==> src/sv/stm_pkg.sv <==
// Shared types and constants of the template matcher.
// Depends on nothing.
package stm_pkg;

  localparam int unsigned PIX_W    = 8;
  localparam int unsigned SQ_W     = 16;
  localparam int unsigned SSD_W    = 22;
  localparam int unsigned CNT_W    = 20;
  localparam int unsigned COORD_W  = 10;
  localparam int unsigned DIM_W    = 11;
  localparam int unsigned WS_W     = 4;
  localparam int unsigned TIDX_W   = 6;
  localparam int unsigned TMPL_N   = 64;
  localparam int unsigned CFG_IDX_W = 2;

  localparam logic CMD_TMPL  = 1'b0;
  localparam logic CMD_PIXEL = 1'b1;

  localparam logic [CNT_W-1:0] CNT_MAX = '1;

  typedef enum logic [CFG_IDX_W-1:0] {
    CFG_FRAME_WIDTH   = 2'd0,
    CFG_FRAME_HEIGHT  = 2'd1,
    CFG_WINDOW_SIZE   = 2'd2,
    CFG_SSD_THRESHOLD = 2'd3
  } cfg_idx_e;

  typedef struct packed {
    logic shift;
    logic capture;
  } cell_ctrl_t;

  typedef struct packed {
    logic               en;
    logic [COORD_W-1:0] addr;
  } lb_wr_t;

endpackage

==> src/sv/stm_cell.sv <==
// One window cell: holds a pixel, passes it to its right neighbor and
// registers its squared difference against a template entry. Uses stm_pkg.
module stm_cell (
  input  logic                        clk_i,
  input  logic                        rst_ni,
  input  stm_pkg::cell_ctrl_t         ctrl_i,
  input  logic [stm_pkg::PIX_W-1:0]   pix_i,
  input  logic [stm_pkg::PIX_W-1:0]   tmpl_i,
  input  logic                        active_i,
  output logic [stm_pkg::PIX_W-1:0]   pix_o,
  output logic [stm_pkg::SQ_W-1:0]    sq_o
);

  logic [stm_pkg::PIX_W-1:0] pix_q;
  logic [stm_pkg::PIX_W-1:0] diff;
  logic [stm_pkg::SQ_W-1:0]  sq_d, sq_q;

  assign diff = (pix_q >= tmpl_i) ? (pix_q - tmpl_i) : (tmpl_i - pix_q);
  assign sq_d = active_i ? (stm_pkg::SQ_W'(diff) * stm_pkg::SQ_W'(diff)) : '0;

  always_ff @(posedge clk_i or negedge rst_ni) begin
    if (!rst_ni) begin
      pix_q <= '0;
    end else if (ctrl_i.shift) begin
      pix_q <= pix_i;
    end
  end

  always_ff @(posedge clk_i) begin
    if (ctrl_i.capture) begin
      sq_q <= sq_d;
    end
  end

  assign pix_o = pix_q;
  assign sq_o  = sq_q;

endmodule

==> config.mk <==
export PLATFORM = sky130hd
export DESIGN_NAME = stm_cell
export DESIGN_NICKNAME = d
export VERILOG_FILES = /design/src/sv/stm_pkg.sv /design/src/sv/stm_cell.sv
export SDC_FILE = /design/constraint.sdc
export NUM_CORES = 1
export LEC_CHECK = 0
export BUFFER_PORTS_ARGS = -buffer_cell sky130_fd_sc_hd__buf_4
export CAP_MARGIN = 30
export CORE_ASPECT_RATIO = 0.75
export CORE_MARGIN = 2
export CORE_UTILIZATION = 38
export CTS_CLUSTER_DIAMETER = 30
export CTS_CLUSTER_SIZE = 16
export DETAILED_ROUTE_END_ITERATION = 8
export GPL_TIMING_DRIVEN = 0
export PLACE_DENSITY = 0.56
export SYNTH_ARGS = -nofsm -noshare
export SYNTH_HDL_FRONTEND = slang
export SYNTH_SLANG_ARGS = --single-unit
==> constraint.sdc <==
create_clock -name clk_i -period 7.01 [get_ports clk_i]
set_input_delay 0.701 -clock clk_i [delete_from_list [all_inputs] [get_ports clk_i]]
set_output_delay 0.701 -clock clk_i [all_outputs]
set_load 0.005 [all_outputs]
**Word-level counts from Yosys, hierarchy flattened**

Cells that the tools add are included.

- Logic and storage cells: 7
- Memory bits (read-only): 0
- Register bits after elaboration: 24
- Bits of input ports: 21
- Bits in latches: 0
- Output and inout bits: 24
- RAM bits: 0
- Memories: 0

- Div/mod/pow operators: 0
- Add/sub/neg operators: 2
- Bitwise operators: 0
- Multiplexer cells: 1
- Reduce and logical (&&, ||, !) cells: 0
- Magnitude comparators: 1
- Eq/ne operators: 0
- $mul: 1
- Shift-type cells: 0

Operators by type and width:

| cell | number |
|---|---|
| 8-bit by 8-bit multiplier with 16-bit output | 1 |
| 8-bit subtractor | 2 |
| 8-bit greater-or-equal comparator | 1 |
| 8-bit 2-to-1 mux | 1 |

**Logic depth before layout (Yosys ltp)**

- Word-level depth: 3
- Mapped depth: 29
- Mapped depth without buffers: 28

**Worst setup path after synthesis**

Ideal clock, no wire load.

- Kind: input to register
- Start: input port tmpl_i[5] in the netlist's numbering
- End: register sq_q (netlist bit sq_o[15]) (data pin)
- Library setup time: 0.255 ns
- Buffers on the path: 2
- Required time: 6.755 ns
- Arrival time: 6.127 ns
- Path slack: 0.629 ns
- Stages on the path: 23
- Cell sequence: inv_1 > ha_1 > buf_6 > a21o_1 > a21o_1 > a211oi_4 > buf_6 > a21oi_2 > a211o_1 > and2_1 > or2_2 > fa_1 > inv_1 > fa_1 > fa_1 > fa_1 > ha_1 > o21a_1 > o31a_1 > o31ai_1 > a21oi_1 > xor2_1 > and2_1

- Cells in the longest elaborated chain, start to end: 3
- Elaborated cells on any way between the ends: 5
- Classes of those cells: add/sub: 2; mul: 1; order compare: 1; mux: 1

RTL lines:

| what | line | source |
|---|---|---|
| from (decl) | stm_cell.sv:8 | `input logic [stm_pkg::PIX_W-1:0] tmpl_i,` |
| 8-bit subtractor or 8-bit greater-or-equal comparator (tied branches) | stm_cell.sv:18 | `assign diff = (pix_q >= tmpl_i) ? (pix_q - tmpl_i) : (tmpl_i - pix_q);` |
| 8-bit 2-to-1 mux (*) | stm_cell.sv:18 |  |
| 8-bit by 8-bit multiplier with 16-bit output (*) | stm_cell.sv:19 | `assign sq_d = active_i ? (stm_pkg::SQ_W'(diff) * stm_pkg::SQ_W'(diff)) : '0;` |
| to (signal assigned) | stm_cell.sv:31 | `sq_q <= sq_d;` |
| to (decl) | stm_cell.sv:16 | `logic [stm_pkg::SQ_W-1:0] sq_d, sq_q;` |

Mark *: on every way between the ends. The rest lies on a longest branch, timed or not.
A chain may end at the register's enable or synchronous reset.

**Worst setup path after layout**

- Start: input port tmpl_i[0] in the netlist's numbering
- End: register sq_q (netlist bit sq_o[15]) (data pin)

The elaborated chain is that of the path after synthesis.

==> flow_summary.yaml <==
run_status:
  status: "complete, no violations"
floorplan:
  die_y_um: 81.8
  start_util: 0.391
  rows: 28
  ios: 45
  die-area_um2: 8820
  die_w_um: 108
  coreArea_um2: 7850
finish:
  multi_input_area_um2: 2200
  design_area_um2: 3630
  final-seq-area_um2: 651
  drive_gt1_frac: 0.194
  syn2layout_area_growth_pct: 18.4
  n_antenna_cell: 0
  nets: 474
  fin_util: 0.463
  nFillCells: 794
timing:
  max-slew-margin-rel: 0.638
  maxSlewViolCount: 0
  finalCritPeriodShare: 0.945
  setup_viol_count_final: 0
  setup_tns_ns: 0
  final_hold_viol_count: 0
  worstMarginPinSlew_ns: 0.533
  min_period_ns: 6.62
  rsz0062_at_grt: "yes"
  fmax_mhz: 151
  finClkSkew_ns: 0.00756
worst_setup_path:
  r2r-start: "pix_o[0]"
  reg2regPathDepth: 27
  critical-path-slowest-cell: "fa_1"
  crit_fanout: 10
  worst-path-buf-inv: 6
  cp.depth: 27
  crit_arrival_ns: 6.67
  critPathMaxStageDelay_ns: 0.52
  cp-end-kind: "flip-flop"
  critical_path_class: "in2reg"
  critPathTopFamily: "adder cells"
  critPathLaunchType: "primary input"
  startpoint: "tmpl_i[0]"
  crit_required_ns: 7.06
global_route:
  grt_use_met1: 0.234
  grt_first_pass_wirelength_um: 10400
  grt_usage: 0.151
  overflow: 0
  grt_use_met3: 0.0143
  grt.met2_usage: 0.225
  busiest_layer: "met1"
  antenna_found_initial: 0
  grt_pass1_vias: 2207
  grt_max_degree: 16
synth:
  ys_types: 45
  synth_flop_cell: "edfxtp_1"
  syn_nets: 424
  ys_async_sr_fraction: 0.348
  synth.avg_cell_area_um2: 9.24
  yosysWarnings: 0
  synth_area_um2: 3070
  syn_inst: 332
  ys_ff_latch: 23
  synth_edf_count: 15
  ys_seq_area_frac: 0.212
drt:
  ant_nets: 0
  drtIter0Drc: 95
  wl_per_cell_um: 13.1
  wirelength_um: 6370
  vias: 2331
  drc: 0
  firstDrtPassIters: 4
  viasPerCell: 4.80
clocking:
  clk_latency_ns: 0.28
  clk_pin_slew_ns: 0.10
  numCtsBuffers: 3
  postCtsHoldBufs: 0
  clockRootBuffer: "clkbuf_8"
  clock_sinks: 23
  cts.path.max_buffers: 2
  cts.htree.levels: 1
  cts_tree: "yes"
flow_run:
  cap_violations: 0
place:
  dp_hpwl_um: 5240
  placed_area_um2: 3520
  place_congestion: 0.854
  port_buffers: 43
hold_path:
  min_path_type: "in2async"
-- Yosys cell counts, types with 4 or more instances --
library cell | instances | share of area
dfrtp_1 | 8 | 0.065
edfxtp_1 | 15 | 0.15
or2_2 | 4 | 0.0082
nand2_1 | 18 | 0.022
nand2b_1 | 5 | 0.010
fa_1 | 25 | 0.16
xnor2_1 | 7 | 0.020
nor2b_1 | 5 | 0.010
mux2i_1 | 6 | 0.020
o21a_1 | 5 | 0.012
a21oi_1 | 18 | 0.029
ha_1 | 46 | 0.19
inv_1 | 57 | 0.070
and2_1 | 9 | 0.018
nor2_1 | 32 | 0.039
o21ai_0 | 15 | 0.024
a21o_1 | 7 | 0.017
xor2_1 | 9 | 0.026
-- cell usage in the layout (no fill, tap or decap), drive strengths merged, types with 2 or more instances in the layout --
cell type	Yosys	layout
and3	2	2
nand3	3	3
ha	46	46
a21o	7	7
o21a	5	5
a211oi	3	3
or2	4	4
o21ai	15	15
xor2	10	10
a21oi	20	20
o31ai	2	2
fa	25	25
nand2b	5	5
nand3b	2	2
nor2	33	33
buf	5	50
dfrtp	8	8
mux2i	7	7
edfxtp	15	15
xnor2	9	9
nand4	2	2
a31oi	3	3
inv	57	57
nor2b	5	5
nand2	18	18
and2	9	9
clkbuf	3	6
-- state kept, by name, indices dropped and copies added (netlist names) --
signal	cells
pix_o	8
sq_o	15
-- per-stage QoR --
step | setup WS (ns) | instances | hold WS [ns]
after floorplan | 0.629 | 332 | 0.405
after global placement | -0.201 | 480 | 0.530
after detailed placement | -0.211 | 480 | 0.530
after CTS | 0.0265 | 484 | 0.221
after global routing | -0.0193 | 486 | 0.215
final | 0.389 | 486 | 0.221
-- what timing repair did --
| action | CTS | global route |
|---|---|---|
| setup buffers | 0 | 2 |
| setup endpoints to repair | 0 | 4 |
| resized for setup | 0 | 8 |
-- layout make-up --
| type | count | share of cell area |
|---|---|---|
| multi-input combinational | 244 | 0.606 |
| tap | 105 | 0.0362 |
| clock inverter | 1 | 0.00138 |
| inverter | 57 | 0.0589 |
| timing repair buffer | 45 | 0.0930 |
| buffer | 8 | 0.0141 |
| sequential | 23 | 0.179 |
| clock buffer | 3 | 0.0114 |
-- kinds of logic after synthesis --
logic type               count (synthesis)  synth area share
AO/OA/AOI/OAI                           61             0.130
XOR/XNOR                                19            0.0616
adder cells (fa/ha/maj)                 71             0.351
buffers and inverters                   65            0.0865
flip-flops                              23             0.212
multiplexers                             8            0.0277
other                                    1           0.00122
AND/OR/NAND/NOR                         84             0.131
-- path summary, 6_finish.rpt --
| path | endpoint | slack, ns |
|---|---|---|
| min in group clk_i | pix_o[7] | 0.56 |
| worst max register to register | sq_o[15] | 0.40 |
| worst min register to register | pix_o[7] | 0.56 |
| worst min-delay path | pix_o[3] | 0.22 |
| worst max-delay path | sq_o[15] | 0.39 |
| max in group asynchronous | pix_o[2] | 6.65 |
-- per-layer routing --
layer / up-vias / wire, um
met5: - / 0
met4: 0 / 88
met3: 6 / 209
met2: 40 / 2670
met1: 1101 / 3400
li1: 1184 / -
-- worst reg2reg max path, stage by stage, from the launching register on --
cell and delay (ns):
dfrtp_1 0.41, inv_1 0.08, ha_1 0.17, inv_1 0.05, fa_1 0.39, nand3_1 0.13
a31oi_1 0.16, a211oi_4 0.28, buf_6 0.20, mux2i_2 0.26, xor2_2 0.19, or2_2 0.36
fa_1 0.42, fa_1 0.48, inv_1 0.04, ha_1 0.27, inv_1 0.05, fa_1 0.53
inv_1 0.04, ha_1 0.32, a21o_1 0.19, a21oi_1 0.20, nor2b_1 0.10, o31a_1 0.31
o31ai_4 0.24, a21oi_1 0.15, xor2_1 0.19, and2_1 0.18
Power is left out: the tool's default activity adds up to more than one toggle a clock period on the data nets, which glitch-free logic cannot reach.
